### config.mk
export PLATFORM = sky130hd
export DESIGN_NAME = dtsp_queue
export DESIGN_NICKNAME = d
export VERILOG_FILES = /design/src/rtl/core/dtsp_pkg.sv /design/src/rtl/core/dtsp_queue.sv
export SDC_FILE = /design/constraint.sdc
export NUM_CORES = 1
export LEC_CHECK = 0
export ABC_AREA = 1
export BUFFER_PORTS_ARGS = -buffer_cell sky130_fd_sc_hd__clkbuf_2
export CORE_MARGIN = 2
export CORE_UTILIZATION = 54
export CTS_BUF_LIST = sky130_fd_sc_hd__clkbuf_4
export CTS_CLUSTER_DIAMETER = 40
export DETAILED_ROUTE_END_ITERATION = 7
export PLACE_DENSITY = 0.82
export REMOVE_ABC_BUFFERS = 1
export SLEW_MARGIN = 15
export SYNTH_ARGS = -nofsm -noshare
export SYNTH_HDL_FRONTEND = slang
export SYNTH_SLANG_ARGS = --single-unit
export TNS_END_PERCENT = 50
### constraint.sdc
create_clock -name clk -period 6.4 [get_ports clk]
set_clock_uncertainty 0.1 [all_clocks]
set_input_delay 1.28 -clock clk [delete_from_list [all_inputs] [get_ports clk]]
set_output_delay 1.28 -clock clk [all_outputs]
set_load 0.005 [all_outputs]
### src/rtl/core/dtsp_pkg.sv
// shared types, codes and the bucket hash of the tile slot pool
// no dependencies
`default_nettype none
package dtsp_pkg;
	localparam int DEF_SLOT_COUNT   = 512;
	localparam int DEF_BUCKET_COUNT = 256;
	localparam int DEF_MAX_LAYERS   = 3;
	localparam int ENTRY_W     = 16;
	localparam int REF_W       = 16;
	localparam int IN_TDATA_W  = 88;
	localparam int OUT_TDATA_W = 16;
	localparam int QUEUE_DEPTH = 2;
	localparam logic [15:0] TILE_MASK = 16'h03FF;
	localparam logic [15:0] REF_MAX   = 16'hFFFF;
	localparam logic [9:0]  HASH_MUL  = 10'd33;

	typedef enum logic [1:0] {
		OP_ACQUIRE = 2'd0,
		OP_RELEASE = 2'd1,
		OP_RECLAIM = 2'd2,
		OP_NONE    = 2'd3
	} op_t;

	typedef enum logic [2:0] {
		OUT_NEW       = 3'd0,
		OUT_SHARED    = 3'd1,
		OUT_BLANK     = 3'd2,
		OUT_EXHAUSTED = 3'd3,
		OUT_RELEASED  = 3'd4,
		OUT_IGNORED   = 3'd5,
		OUT_RECLAIMED = 3'd6
	} outcome_t;

	typedef enum logic [3:0] {
		ST_CLEAR, ST_IDLE,
		ST_ACQ_HEAD, ST_ACQ_HD, ST_ACQ_RD, ST_ACQ_CHK, ST_ACQ_MISS, ST_ACQ_POP,
		ST_REL_RD, ST_REL_CHK, ST_REL_HEAD, ST_REL_HD, ST_REL_WRD, ST_REL_WCHK,
		ST_REL_CLR, ST_RCL
	} st_t;

	// classified request handed from front to back
	typedef struct packed {
		op_t         op;
		logic [2:0]  n;
		logic [63:0] rec;
		logic [9:0]  bucket;
		logic [9:0]  slot;
		logic        slot_ok;
	} cmd_t;

	typedef struct packed {
		logic [8:0] slot_index;
		outcome_t   outcome;
		logic       needs_compose;
	} res_t;

	// h = n, then h = h*33 + entry; only the low ten bits can reach a bucket
	function automatic logic [9:0] dtsp_hash(input logic [63:0] rec, input logic [2:0] n);
		logic [9:0] h;
		h = 10'(n);
		for (int i = 0; i < 4; i++) begin
			if (3'(i) < n) begin
				h = 10'(h * HASH_MUL) + rec[16*i +: 10];
			end
		end
		return h;
	endfunction
endpackage
`default_nettype wire

### src/rtl/core/dtsp_queue.sv
// two-entry queue of classified requests between front and back
// depends on dtsp_pkg
`default_nettype none
module dtsp_queue import dtsp_pkg::*; (
	input  wire logic clk,
	input  wire logic arst_n,
	input  wire logic push,
	input  wire cmd_t wdata,
	output logic      full,
	input  wire logic pop,
	output cmd_t      rdata,
	output logic      empty
);
	localparam int AW = $clog2(QUEUE_DEPTH);

	cmd_t          ent_q [QUEUE_DEPTH];
	logic [AW-1:0] wp_q, rp_q;
	logic [AW:0]   cnt_q;

	assign full  = (cnt_q == (AW+1)'(QUEUE_DEPTH));
	assign empty = (cnt_q == '0);
	assign rdata = ent_q[rp_q];

	always_ff @(posedge clk) begin
		if (push) begin
			ent_q[wp_q] <= wdata;
		end
	end

	always_ff @(posedge clk or negedge arst_n) begin
		if (!arst_n) begin
			wp_q  <= '0;
			rp_q  <= '0;
			cnt_q <= '0;
		end else begin
			if (push) wp_q <= wp_q + AW'(1);
			if (pop)  rp_q <= rp_q + AW'(1);
			if (push && !pop) cnt_q <= cnt_q + (AW+1)'(1);
			else if (pop && !push) cnt_q <= cnt_q - (AW+1)'(1);
		end
	end
endmodule
`default_nettype wire

# Word level (Yosys, flattened, before mapping)
# Memory sizes are Yosys's and may differ from the RTL's.
# Cells that the tools add are included.
dict set report classes {
  addsub 4
  n_mux 4
  n_reduce_logical 6
  n_eq_ne 1
}
# op n
set op_table {}
lappend op_table {{$mux W2} 2}
lappend op_table {{$add A1 B1 Y1 const B} 2}
lappend op_table {{$add A2 B1 Y2 const B} 1}
lappend op_table {{$eq A2 B2 Y1 const B} 1}
lappend op_table {{$logic_and A1 B1 Y1} 2}
lappend op_table {{$logic_not A1 Y1} 2}
lappend op_table {{$logic_not A2 Y1} 1}
lappend op_table {{$mux W1} 2}
lappend op_table {{$reduce_bool A2 Y1} 1}
lappend op_table {{$sub A2 B1 Y2 const B} 1}
dict set report word_totals {
  ramBits 180
  elab_cells 19
  register_bits 4
  n_memories 1
  in_bits 94
  output_inout_bits 92
}
# memory depth word_bits rd rd_ports_with_merged_regs write_ports line
set mem_list {}
lappend mem_list {ent_q 2 90 1 0 1 dtsp_queue.sv:16} ;# cmd_t ent_q [QUEUE_DEPTH];

# Depth between registers and ports, before layout
dict set report depth {
  ltp_word 4
  mapped_depth 7
  mapped_depth_nobuf 7
}

# Worst setup path after synthesis
# No wires, ideal clock.
dict set report synth_path {
  path_type {in2reg}
  startpoint {input port push}
  endpoint {memory ent_q[0][0] (netlist bit) (enable)}
  arrival_time_ns 5.089
  path_stages 2
  t_required_ns 5.758
  path_buffers 0
  setup_ns 0.542
  slack_ns 0.670
  path_cell_list {inv_1 > nor2_1}
}
dict set report synth_between {
  elab_chain_len 2
}
# item line
set synth_lines {}
lappend synth_lines {{start, declared} dtsp_queue.sv:7} ;# input wire logic push,
lappend synth_lines {{$mux W1} dtsp_queue.sv:25} ;# if (push) begin
lappend synth_lines {{$mux W1 (not written as such)} dtsp_queue.sv:26} ;# ent_q[wp_q] <= wdata;
lappend synth_lines {{end, declared} dtsp_queue.sv:16}
# Every way passes these cells.

==> flow_summary.ini <==
[outcome]
status = finished, final reports clean

[floorplanning]
ios = 186
die_x_um = 116
start_util = 0.558
die_y_um = 116
row_count = 40
core_area_um2 = 12100
die-area_um2 = 13400

[route]
drt_iter0_markers = 227
final_antenna_net_count = 0
drtPass1Iterations = 4
vias_per_cell = 4.90
drc = 0
vias = 3349
wl_um = 11000
wl_per_cell_um = 16.1

[synthesis]
synth_mux_area_frac = 0.150
synth_compound_area_frac = 0
yosysWarnings = 0
netlist_area_um2 = 6760
seq_area_frac_synth = 0.814
ys_ff_latch = 184
synth_top_area_frac = 0.800
synth_top_family_by_area = multiplexers
synthSimpleGateAreaFrac = 0.00611
synth_xor_area_frac = 0.00389
avgSynthCellArea_um2 = 22.2
synth_cell_types = 13
synth_top_area_cell = edfxtp_1
syn_inst = 305
synth_area_leaders = edfxtp_1 80%, mux2_2 15%, clkbuf_8 1.8%
synthAdderAreaFrac = 0.00185

[clocking]
post_cts_resize_count = 0
cts_setup_buffers = 0
clockBufferDepth = 2
clk_latency_ns = 0.54
cts_max_level = 4
numCtsBuffers = 17
cts_tree = built
cts-root-buf = clkbuf_4
cts_hold_buf = 0
clock_sinks = 184
clkTransAtPathRegs_ns = 0.13

[place]
pre_cts_slack_ns = 3.04
numPortBuffers = 185
gp_congestion = 0.725
post-place-cells = 651
dp_hpwl_um = 7320

[sta]
fmax_mhz = 255
slew_headroom = 0.301
setup_viol = 0
hold_ws_ns = 0.423
hold_viol_final = 0
timing.final.ws_setup_ns = 2.48
worst_pin_slew_ns = 1.05
maxSlewViolCount = 0
period_needed_ns = 3.92
period_share = 0.612
fin_setup_tns_ns = 0
rsz0062_at_grt = no

[min_path]
hp-class = in2async

[power_and_ir_drop]
p_leak_nw = 3.13
powerDensity_nw_per_um2 = 401
peakVddDrop_uv = 265
finalPower_w = 0.00326

[worst_setup_path]
cp_num_buf_inv = 2
path_class = reg2out
reg2regPathDepth = 3
startpoint = rp_q$_DFFE_PN0P_
max_stage_delay_ns = 0.72
worst_r2r_endpoint = ent_q[1][15]$_DFFE_PP_
cp.arrival_ns = 2.54
start_kind = flip-flop
crit_family = buffers and inverters
crit-reg2reg-launch = wp_q$_DFFE_PN0P_
path_cells = buf_4 -> mux2_2 -> clkbuf_2
required_ns = 5.02
endpoint_kind = output port
crit_slowest_cell = dfrtp_4
rrSetupSlack_ns = 4.26
cp_max_fo = 60

[grt]
track_usage = 0.164
grt.overflow.total = 0
grt_antenna_before_repair = 0
grt_pass1_vias = 3355
grt_max_degree = 91
grt_pass1_wl_um = 16100

[layout]
final_nets = 597
diodes = 0
drive_above_1_share = 0.600
final_cells = 683
area_growth_pct = 20.3

[flow_run]
maxCapViolations = 0
logic make-up after synthesis:
group | count (synthesis)
XOR/XNOR | 3
adder cells (fa/ha/maj) | 1
buffers and inverters | 17
flip-flops | 184
multiplexers | 90
AND/OR/NAND/NOR | 10
synthesized netlist by cell type, drive strengths merged:
cell,n
buf,1
clkbuf,9
xor2,2
nand3,1
nor2,3
ha,1
dfrtp,4
edfxtp,180
mux2,90
nand4,1
xnor2,1
inv,7
nand2,5
report_power, final:
group,total [W],internal (W),switching (W)
Clock,0.000704,0.000361,0.000343
Combinational,0.000867,0.000450,0.000416
Sequential,0.00169,0.00160,0.0000921
worst max-delay path by stage:
| stage | endpoint | slack [ns] | cells past startpoint |
|---|---|---|---|
| floorplan | ent_q[0][0]$_DFFE_PP_ | 0.67 | 2 |
| global placement | rdata[23] | 3.07 | 3 |
| detailed placement | rdata[20] | 3.04 | 3 |
| CTS | rdata[23] | 2.41 | 3 |
| global route | rdata[20] | 2.30 | 3 |
| finish | rdata[82] | 2.48 | 3 |
flip-flops by register name, indices dropped and copies added (netlist names):
register and count:
wp_q 1, ent_q 180, cnt_q 2, rp_q 1
cells in the final DEF (no fill, tap or decap), types with 2 or more instances in the layout:
cell type | Yosys | layout
clkbuf_2 | 0 | 185
edfxtp_1 | 180 | 180
mux2_2 | 90 | 90
clkbuf_4 | 0 | 21
inv_1 | 7 | 6
nand2_1 | 5 | 5
bufinv_16 | 0 | 5
clkinv_1 | 0 | 4
dfrtp_1 | 4 | 3
nor2_1 | 3 | 2
clkinv_2 | 0 | 2
xor2_1 | 2 | 2
buf_4 | 0 | 2
area by class of cell:
cell class                 count  area (um^2)
timing repair buffer         188          952
tap                          168          210
multi-input combinational    104         1100
clock inverter                11          178
clock buffer                  21          158
inverter                       7         27.5
fill                         831         3980
sequential                   184         5510
layer usage:
metal,global-route usage,vias up,part of all wire
li1,-,1596,-
met1,0.196,1615,0.40
met2,0.274,122,0.50
met3,0.0581,16,0.079
met4,0.0667,0,0.017
met5,0,-,0
per-stage QoR:
stage | utilization | instance area [um^2]
after global routing | 0.672 | 8140
after detailed placement | 0.644 | 7800
final | 0.672 | 8140
after floorplan | - | 6630
after global placement | 0.644 | 7800
after CTS | 0.671 | 8130
No activity file was read; power rests on OpenSTA's default activity.
