File: src/rtl/core/dtsp_pkg.sv
// shared types, codes and the bucket hash of the tile slot pool
// no dependencies
`default_nettype none
package dtsp_pkg;
	localparam int DEF_SLOT_COUNT   = 512;
	localparam int DEF_BUCKET_COUNT = 256;
	localparam int DEF_MAX_LAYERS   = 3;
	localparam int ENTRY_W     = 16;
	localparam int REF_W       = 16;
	localparam int IN_TDATA_W  = 88;
	localparam int OUT_TDATA_W = 16;
	localparam int QUEUE_DEPTH = 2;
	localparam logic [15:0] TILE_MASK = 16'h03FF;
	localparam logic [15:0] REF_MAX   = 16'hFFFF;
	localparam logic [9:0]  HASH_MUL  = 10'd33;

	typedef enum logic [1:0] {
		OP_ACQUIRE = 2'd0,
		OP_RELEASE = 2'd1,
		OP_RECLAIM = 2'd2,
		OP_NONE    = 2'd3
	} op_t;

	typedef enum logic [2:0] {
		OUT_NEW       = 3'd0,
		OUT_SHARED    = 3'd1,
		OUT_BLANK     = 3'd2,
		OUT_EXHAUSTED = 3'd3,
		OUT_RELEASED  = 3'd4,
		OUT_IGNORED   = 3'd5,
		OUT_RECLAIMED = 3'd6
	} outcome_t;

	typedef enum logic [3:0] {
		ST_CLEAR, ST_IDLE,
		ST_ACQ_HEAD, ST_ACQ_HD, ST_ACQ_RD, ST_ACQ_CHK, ST_ACQ_MISS, ST_ACQ_POP,
		ST_REL_RD, ST_REL_CHK, ST_REL_HEAD, ST_REL_HD, ST_REL_WRD, ST_REL_WCHK,
		ST_REL_CLR, ST_RCL
	} st_t;

	// classified request handed from front to back
	typedef struct packed {
		op_t         op;
		logic [2:0]  n;
		logic [63:0] rec;
		logic [9:0]  bucket;
		logic [9:0]  slot;
		logic        slot_ok;
	} cmd_t;

	typedef struct packed {
		logic [8:0] slot_index;
		outcome_t   outcome;
		logic       needs_compose;
	} res_t;

	// h = n, then h = h*33 + entry; only the low ten bits can reach a bucket
	function automatic logic [9:0] dtsp_hash(input logic [63:0] rec, input logic [2:0] n);
		logic [9:0] h;
		h = 10'(n);
		for (int i = 0; i < 4; i++) begin
			if (3'(i) < n) begin
				h = 10'(h * HASH_MUL) + rec[16*i +: 10];
			end
		end
		return h;
	endfunction
endpackage
`default_nettype wire

File: src/rtl/core/dtsp_front.sv
// front part: accepts requests, compacts the recipe and hashes it
// depends on dtsp_pkg
`default_nettype none
module dtsp_front import dtsp_pkg::*; #(
	parameter int SLOT_COUNT   = DEF_SLOT_COUNT,
	parameter int BUCKET_COUNT = DEF_BUCKET_COUNT,
	parameter int MAX_LAYERS   = DEF_MAX_LAYERS
) (
	input  wire logic                  s_tvalid,
	output logic                       s_tready,
	input  wire logic [IN_TDATA_W-1:0] s_tdata,
	input  wire logic [1:0]            s_tuser,
	input  wire logic                  clearing,
	input  wire logic                  q_full,
	output logic                       q_push,
	output cmd_t                       cmd
);
	logic [63:0] norm;
	logic [2:0]  n;
	logic [9:0]  h;
	logic [15:0] rel;

	assign s_tready = !q_full && !clearing;
	assign q_push   = s_tvalid && s_tready;
	assign rel      = s_tdata[82:67];

	always_comb begin
		logic [2:0]  cnt;
		logic [15:0] e;
		cnt  = (s_tdata[2:0] > 3'd4) ? 3'd4 : s_tdata[2:0];
		norm = '0;
		n    = '0;
		for (int i = 0; i < 4; i++) begin
			e = s_tdata[3 + 16*i +: 16];
			if (3'(i) < cnt && (e & TILE_MASK) != 16'd0 && n < 3'(MAX_LAYERS)) begin
				norm[16*n +: 16] = e;
				n = n + 3'd1;
			end
		end
	end

	assign h = dtsp_hash(norm, n);

	always_comb begin
		cmd.op      = op_t'(s_tuser);
		cmd.n       = n;
		cmd.rec     = norm;
		cmd.bucket  = h & 10'(BUCKET_COUNT - 1);
		cmd.slot    = rel[9:0];
		cmd.slot_ok = (rel != 16'd0) && (rel < 16'(SLOT_COUNT));
	end
endmodule
`default_nettype wire

File: config.mk
export PLATFORM = sky130hd
export DESIGN_NAME = dtsp_front
export DESIGN_NICKNAME = d
export VERILOG_FILES = /design/src/rtl/core/dtsp_pkg.sv /design/src/rtl/core/dtsp_front.sv
export SDC_FILE = /design/constraint.sdc
export NUM_CORES = 1
export LEC_CHECK = 0
export BUFFER_PORTS_ARGS = -buffer_cell sky130_fd_sc_hd__clkbuf_2
export CORE_MARGIN = 2
export CORE_UTILIZATION = 40
export DETAILED_ROUTE_END_ITERATION = 6
export PLACE_DENSITY_LB_ADDON = 0.08
export REMOVE_ABC_BUFFERS = 1
export SETUP_SLACK_MARGIN = 0.3
export SLEW_MARGIN = 20
export SYNTH_ARGS = -nofsm -noshare
export SYNTH_HDL_FRONTEND = slang
export SYNTH_SLANG_ARGS = --single-unit
File: constraint.sdc
create_clock -name vclk -period 27
set_input_delay 5.4 -clock vclk [all_inputs]
set_output_delay 5.4 -clock vclk [all_outputs]
set_load 0.02 [all_outputs]
=== Yosys cells after proc, flatten, opt, wreduce, memory -nomap -nowiden ===
Cells that the tools add are included.

* Register bits after elaboration: 0
* Input port bits: 93
* Output and inout port bits: 92

* Add/subtract/negate cells: 10
* $mul: 4
* Order comparisons: 13
* Shift operators: 6
* Mux-type cells: 16
* Reduce and logical (&&, ||, !) cells: 17

{| class="wikitable"
|+ Operator list
! cell !! number
|-
| 64-bit bitwise mux || 3
|-
| 64-bit two-way mux || 3
|-
| 16-bit by 34-bit variable shift with 64-bit output (first input constant) || 3
|-
| 16-bit by 34-bit indexed part select with 64-bit output || 3
|-
| 16-bit nonzero test || 5
|-
| 5-bit negator with 34-bit output || 1
|-
| 6-bit negator with 34-bit output || 1
|-
| 7-bit negator with 34-bit output || 1
|-
| 10-bit two-way mux || 3
|-
| 10-bit adder || 2
|-
| 10-bit by 6-bit multiplier with 10-bit output (second input constant) || 2
|-
| 16-bit by 10-bit less-than comparator with 1-bit output (second input constant) || 1
|-
| 16-bit two-way mux || 1
|-
| 1-bit by 3-bit less-than comparator with 1-bit output (first input constant) || 4
|-
| 2-bit by 3-bit less-than comparator with 1-bit output (first input constant) || 4
|-
| 9-bit by 10-bit adder with 10-bit output || 1
|-
| 1-bit logical AND || 10
|-
| 10-bit by 6-bit multiplier with 8-bit output (second input constant) || 1
|-
| 3-bit by 6-bit multiplier with 9-bit output (second input constant) || 1
|-
| 3-bit two-way mux || 3
|-
| 8-bit adder || 1
|-
| 8-bit two-way mux || 1
|-
| 2-bit by 1-bit adder with 3-bit output (second input constant) || 1
|-
| 3-bit by 1-bit adder with 3-bit output (second input constant) || 1
|-
| 8 further kinds || 9
|}

=== Logic depth before layout (Yosys ltp) ===
Gate-level depths: netlist of the first run.

* Depth after elaboration: 26
* Gate-level depth with buffers: 48
* Gate-level depth less buffers: 43

=== Worst setup path after synthesis of the first run ===
OpenSTA, ideal clock, no wires.

* Kind: in2out
* From: input s_tdata[2]
* To: output cmd[18] (netlist bit)
* Data arrival time: 14.958 ns
* Setup slack: 6.642 ns
* Stages on the path: 46
* Cells stage by stage: buf_2 > or2_2 > clkbuf_1 > nor2_1 > nor2_1 > clkbuf_1 > ha_1 > nand2_1 > and2_0 > clkbuf_1 > fa_1 > inv_1 > ha_1 > ha_1 > nor4b_1 > nand2_1 > or2_2 > clkbuf_1 > [10 not listed] > ha_1 > ha_1 > ha_1 > ha_1 > xnor2_1 > nand2_1 > o21ai_0 > ha_1 > ha_1 > ha_1 > ha_1 > nor2_1 > a21oi_1 > xnor2_1 > xnor2_1 > xnor3_1 > o211a_1 > a211o_1

{| class="wikitable"
|+ RTL lines
! what !! RTL line !! text
|-
| start, declared || dtsp_front.sv:11 || <nowiki>input wire logic [IN_TDATA_W-1:0] s_tdata,</nowiki>
|-
| end, declared || dtsp_front.sv:16 || <nowiki>output cmd_t cmd</nowiki>
|}

==> results of run 1 <==
-- cell usage in the layout (no fill, tap or decap), drive strengths merged, types with 8 or more instances in the layout --
cell type  count
a31oi         18
nor2          46
nand3         27
a21oi         38
ha            46
inv           22
nor4           8
a221oi         9
o21ai         21
a22o          15
nand2         50
and2          20
a21o           8
clkbuf       173
xnor2         14
-- final cells by class --
type                       instances  area share [%]
timing repair buffer             178            22.9
inverter                          23            2.19
multi-input combinational        402            71.6
tap                              102            3.24
-- worst paths after layout --
check,end,slack [ps],cells past startpoint
hold / removal,cmd[88],10800,0
setup / recovery,cmd[18],5660,43
-- routing by layer --
metal / wire [µm] / track usage, %
met5: 0 / 0
met4: 191 / 4.48
met3: 991 / 1.97
met2: 5620 / 46.9
met1: 5520 / 38.6
-- power breakdown --
part,internal [mW],switching (mW)
sequential,0,0
clock,0,0
combinational,0.127,0.170
-- cells by family (layout without fill, tap and decap cells) --
| group | count (synthesis) | count (layout) | synth area share (%) |
|---|---|---|---|
| other cells | 2 | 5 | 0.241 |
| mux | 7 | 7 | 2.41 |
| buf+inv | 65 | 201 | 9.81 |
| compound gates | 141 | 141 | 31.8 |
| fa+ha+maj | 50 | 50 | 21.1 |
| xor+xnor | 22 | 22 | 7.48 |
| simple gates | 177 | 177 | 27.3 |
==> impl_results.md, run 1 <==
* Max transition margin at a little over a quarter
* FF+latch count at 0
* Hold-fix buffers, CTS at 0
* Share of the synthesized area in the top cell type at 18.5%
* Worst slew pin tran at 1100 ps
* Initial core utilization at between 40 and 50%
* Max-Cap Viols at 0
* Most frequent cell after synthesis: nand2_1
* Global-route wire length before repair at 18.8 mm
* Design Area, Final at just under 4000 µm²
* Die area at 8500 µm²
* Worst setup margin at approximately 5700 ps
* Maximum VDD drop at approximately 0.000045 V
* Vias at roughly 4.1k
* Hold Vio Cnt, Final at 0
* CP delay by family, top: adder cells
* WP buf/inv at 5
* RSZ-0062 raised after global routing: false
* # setup viols final at 0
* Tmin final at ~21000 ps
* Pleak at around 2.1 nW
* Final Max Slew Viols at 0
* Congestion Overflow GR at 0
* Routability cong. at ~0.9
* Top post-synthesis cells by area: ha_1 (18%), a21oi_1 (6.1%), nand2_1 (6.0%)
* Ys Warns at 0
* Fin Setup TNS at 0 ps
* HPWL Detailed at just over 10 mm
* Rows at 32
* Seq/Total Area, Yosys at 0%
* DP Cell Count at slightly above 700
* CP max-delay cell: fa_1
* Share of cells above drive strength 1 at between 30% and 40%
* Post-route ant nets at 0
* Area grow syn2layout at 26.5%
* Worst Hold Class: in -> out
* Antenna violations before repair at 0
* Resized cells post-CTS at 0
* Critical path endpoint category: primary output
* Critical Path RT at approximately 22000 ps
* Nets at 748
* Fmax achieved at around 47 MHz
* Cells after synthesis at 464
* Gr usage total at 27.5%
* Critical path origin: s_tdata[9]
* Die Y at 92.2 µm
* Vias in the first global route at approximately 3.7k
* HP Start: s_tuser[0]
* Overall power at approximately 300 µW
* Worst path most repeated cell: ha_1
* Syn Area/Cell at ~6.7 µm²
* Core Box Area at roughly 7600 µm²
* Yosys cell types at a little under 60
* Layout Cells excl Fill at roughly 710
* Chip Width at 92.2 µm
* Synth Cell Area at 3110 µm²
* Yosys top cell by area: ha_1
* Pre-CTS setup slack at about 5800 ps
* Post-CTS setup buffer count at 0
* Routed vias/inst at approximately 5.8
* Port bufs at approximately 170
* Area of the multi-input gates at ~2800 µm²
* 1st-pass router iterations at 7
* Initial DRC Count at roughly 300
* Outcome: completed
* Final-layout fill cell count at approximately 800
* Area after DPL at between 3000 and 4000 µm²
* Final WL at approximately 12 mm
* Sequential cell area at 0 µm²
* Crit path DAT at roughly 16000 ps
* Diodes inserted at 0
* Post-synth top cells: nand2_1 (50), ha_1 (46), nor2_1 (46)
* Crit Path Max Fanout at 30
* Pwr Density at approximately 75 nW/µm²
* Util after Layout at around 50%
* Kind of critical path: in -> out
* I/O pins at around 190
* Worst hold slack at 10800 ps
* WL/cell at roughly 17 µm
* Critical path startpoint category: input pin
* Largest net degree at the start of global routing at 31
* Post-route DRC at 0
* CLK BUF at 0
* Critical path's largest stage delay at between 1000 and 1500 ps
* Final Cycle Share at between 70% and 80%
Power figures use the tool's default switching activity.
==> run 2, diff against run 1 <==
==> constraint.sdc (replaced) <==
create_clock -name vclk -period 19.35
set_input_delay 3.87 -clock vclk [all_inputs]
set_output_delay 3.87 -clock vclk [all_outputs]
set_load 0.02 [all_outputs]
==> run 2 against run 1 <==
Core utilization grew 0.098 points. Wire length is essentially flat. Power grew 40%. Non-clock buffer count is the same. First-iteration DRC count shrank 0.66%. Critical path depth grew 2. Combinational power grew 40%. Count of clock-buffer cells in the layout is the same. Sequential cell count is the same. Worst hold slack lost 3100 ps. Critical path type unchanged. Largest cell class unchanged. Largest power group unchanged.
==> impl_results.md, run 2 (synthesis gave the netlist of run 1 again) <==
* Commonest non-fill, non-tap cells in the layout: clkbuf_2 (173), nand2_1 (50), ha_1 (46), nor2_1 (44), a21oi_1 (38) (was clkbuf_2 (173), nand2_1 (50), ha_1 (46), nor2_1 (45), a21oi_1 (38))
* Diodes inserted at 0 (unchanged)
* Worst slew pin tran at 923 ps (was 1100 ps)
* Congestion Overflow GR at 0 (unchanged)
* Resized cells post-CTS at 0 (unchanged)
* Comb pwr share at 100.0% (about the same)
* Critical path origin: s_tdata[5] (was s_tdata[9])
* CLK BUF at 0 (unchanged)
* Sequential cell area at 0 µm² (unchanged)
* WHS Endpoint: cmd[88] (unchanged)
* Crit Path Max Fanout at 30 (unchanged)
* Final WL at 12.3 mm (about the same)
* Outcome: completed (unchanged)
* Gr usage total at 28.0% (was 27.5%)
* I/O pins at 185 (unchanged)
* Clk pwr share at 0% (about the same)
* Area of the multi-input gates at 2830 µm² (was 2820 µm²)
* Final Cycle Share at 93.3%
* Max transition margin at 38.2% (was 26.4%)
* Tmin final at between 15000 and 20000 ps
* Maximum VDD drop at 0.0000783 V (was 0.0000449 V)
* Post-route ant nets at 0 (unchanged)
* Post-CTS setup buffer count at 0 (unchanged)
* Kind of critical path: in -> out (unchanged)
* Die Y at 92.2 µm (unchanged)
* Chip Width at 92.2 µm (unchanged)
* Max-Cap Viols at 0 (unchanged)
* HPWL Detailed at 10.2 mm (about the same)
* Fmax achieved at approximately 55 MHz
* Vias at 4090 (was 4110)
* 1st-pass router iterations at 5 (was 7)
* Hold-fix buffers, CTS at 0 (unchanged)
* Pleak at 2.11 nW (about the same)
* Initial core utilization at 40.7% (unchanged)
* Fin Setup TNS at 0 ps (unchanged)
* Critical Path RT at 15480 ps (was 21600 ps)
* Critical path endpoint category: primary output (unchanged)
* Seq pwr share at 0% (about the same)
* Internal power of the cells at 178 µW (was 127 µW)
* Crit path DAT at 14190 ps (was 15940 ps)
* Port bufs at 173 (unchanged)
* Worst path most repeated cell: ha_1 (unchanged)
* Hold Vio Cnt, Final at 0 (unchanged)
* Pwr Density at 106 nW/µm² (was 75.4 nW/µm²)
* Largest net degree at the start of global routing at 31 (unchanged)
* FF+latch count at 0 (unchanged)
* Critical path startpoint category: input pin (unchanged)
* Rows at 32 (unchanged)
* Design Area, Final at 3950 µm² (was 3940 µm²)
* Post-route DRC at 0 (unchanged)
* Area after DPL at 3940 µm² (unchanged)
* Routability cong. at 0.926 (was 0.917)
* Global-route wire length before repair at 19.3 mm (was 18.8 mm)
* HP Start: s_tuser[0] (unchanged)
* Share of cells above drive strength 1 at 31.8% (was 31.7%)
* # setup viols final at 0 (unchanged)
* Final-layout fill cell count at 822 (was 804)
* Area grow syn2layout at 26.8% (was 26.5%)
* Core Box Area at 7650 µm² (unchanged)
* WL/cell at 17.5 µm (about the same)
* Commonest non-fill, non-tap cell in the layout: clkbuf_2 (unchanged)
* Vias in the first global route at 3766 (was 3652)
* Final Max Slew Viols at 0 (unchanged)
* Initial DRC Count at 299 (was 301)
* Sw Share at 57.3% (was 57.2%)
* Die area at 8500 µm² (unchanged)
* Nets at 748 (unchanged)
* Critical path's largest stage delay at 550 ps (was 1060 ps)
* Routed vias/inst at 5.80 (was 5.83)
* Hold path cells at 0 (unchanged)
* Antenna violations before repair at 0 (unchanged)
* Worst Hold Class: in -> out (unchanged)
* P_sw at 238 µW (was 170 µW)
* CP max-delay cell: or2_2 (was fa_1)
* RSZ-0062 raised after global routing: false (unchanged)
## run 2: cell types whose count changed in the layout (fill, tap and decap cells not counted)
| cell | delta |
|---|---|
| nor2_1 | -1 |
| nor2_4 | +1 |
## run 2: per-stage QoR
| stage | setup slack (ps) | instances | total power [mW] | hold WS [ps] | util, % |
|---|---|---|---|---|---|
| global route | 497 | 705 | 0.463 | 7740 | 51.6 |
| detailed placement | 1380 | 705 | 0.413 | 7740 | 51.5 |
| CTS | 1340 | 705 | 0.417 | 7740 | 51.5 |
| floorplan | 2210 | 425 | 0.304 | 7740 | - |
| finish | 1290 | 705 | 0.416 | 7740 | 51.6 |
| global placement | 1450 | 705 | 0.405 | 7740 | 51.5 |
## run 2: worst max path at each step
stage / endpoint / slack (ps) / cells past startpoint
2_1_floorplan: cmd[18] / 2210 / 39
3_3_place_gp: cmd[18] / 1450 / 45
3_5_place_dp: cmd[18] / 1380 / 45
4_1_cts: cmd[18] / 1340 / 45
5_1_grt: cmd[18] / 500 / 45
6_report: cmd[18] / 1290 / 45
## run 2: area by class of cell
type / count / area share [%]
inverters: 23 / 2.19
repair buffers: 178 / 22.9
multi-input cells: 402 / 71.7
well taps: 102 / 3.23
## run 2: power groups by stage
| stage | clock (mW) | combinational, mW | sequential (mW) |
|---|---|---|---|
| 2_1_floorplan | 0 | 0.304 | 0 |
| 3_3_place_gp | 0 | 0.405 | 0 |
| 3_5_place_dp | 0 | 0.413 | 0 |
| 4_1_cts | 0 | 0.417 | 0 |
| 5_1_grt | 0 | 0.463 | 0 |
| 6_report | 0 | 0.416 | 0 |
## run 2: metal layers
layer  track usage [%]  share of wire [%]  up-vias
met5                 0                  0        -
met4              1.37               0.37        0
met3              2.47                8.9        6
met2              49.9                 47      244
met1              38.5                 43     1869
li1                  -                  -     1971
## run 2: worst max-delay path: cells and delay by family
family	cells	cell delay (ps)
buffers and inverters	6	710
adders and majority gates	15	4440
AOI/OAI and AO/OA	6	850
xor gates and xnor gates	5	1320
and+or+nand+nor	13	2970
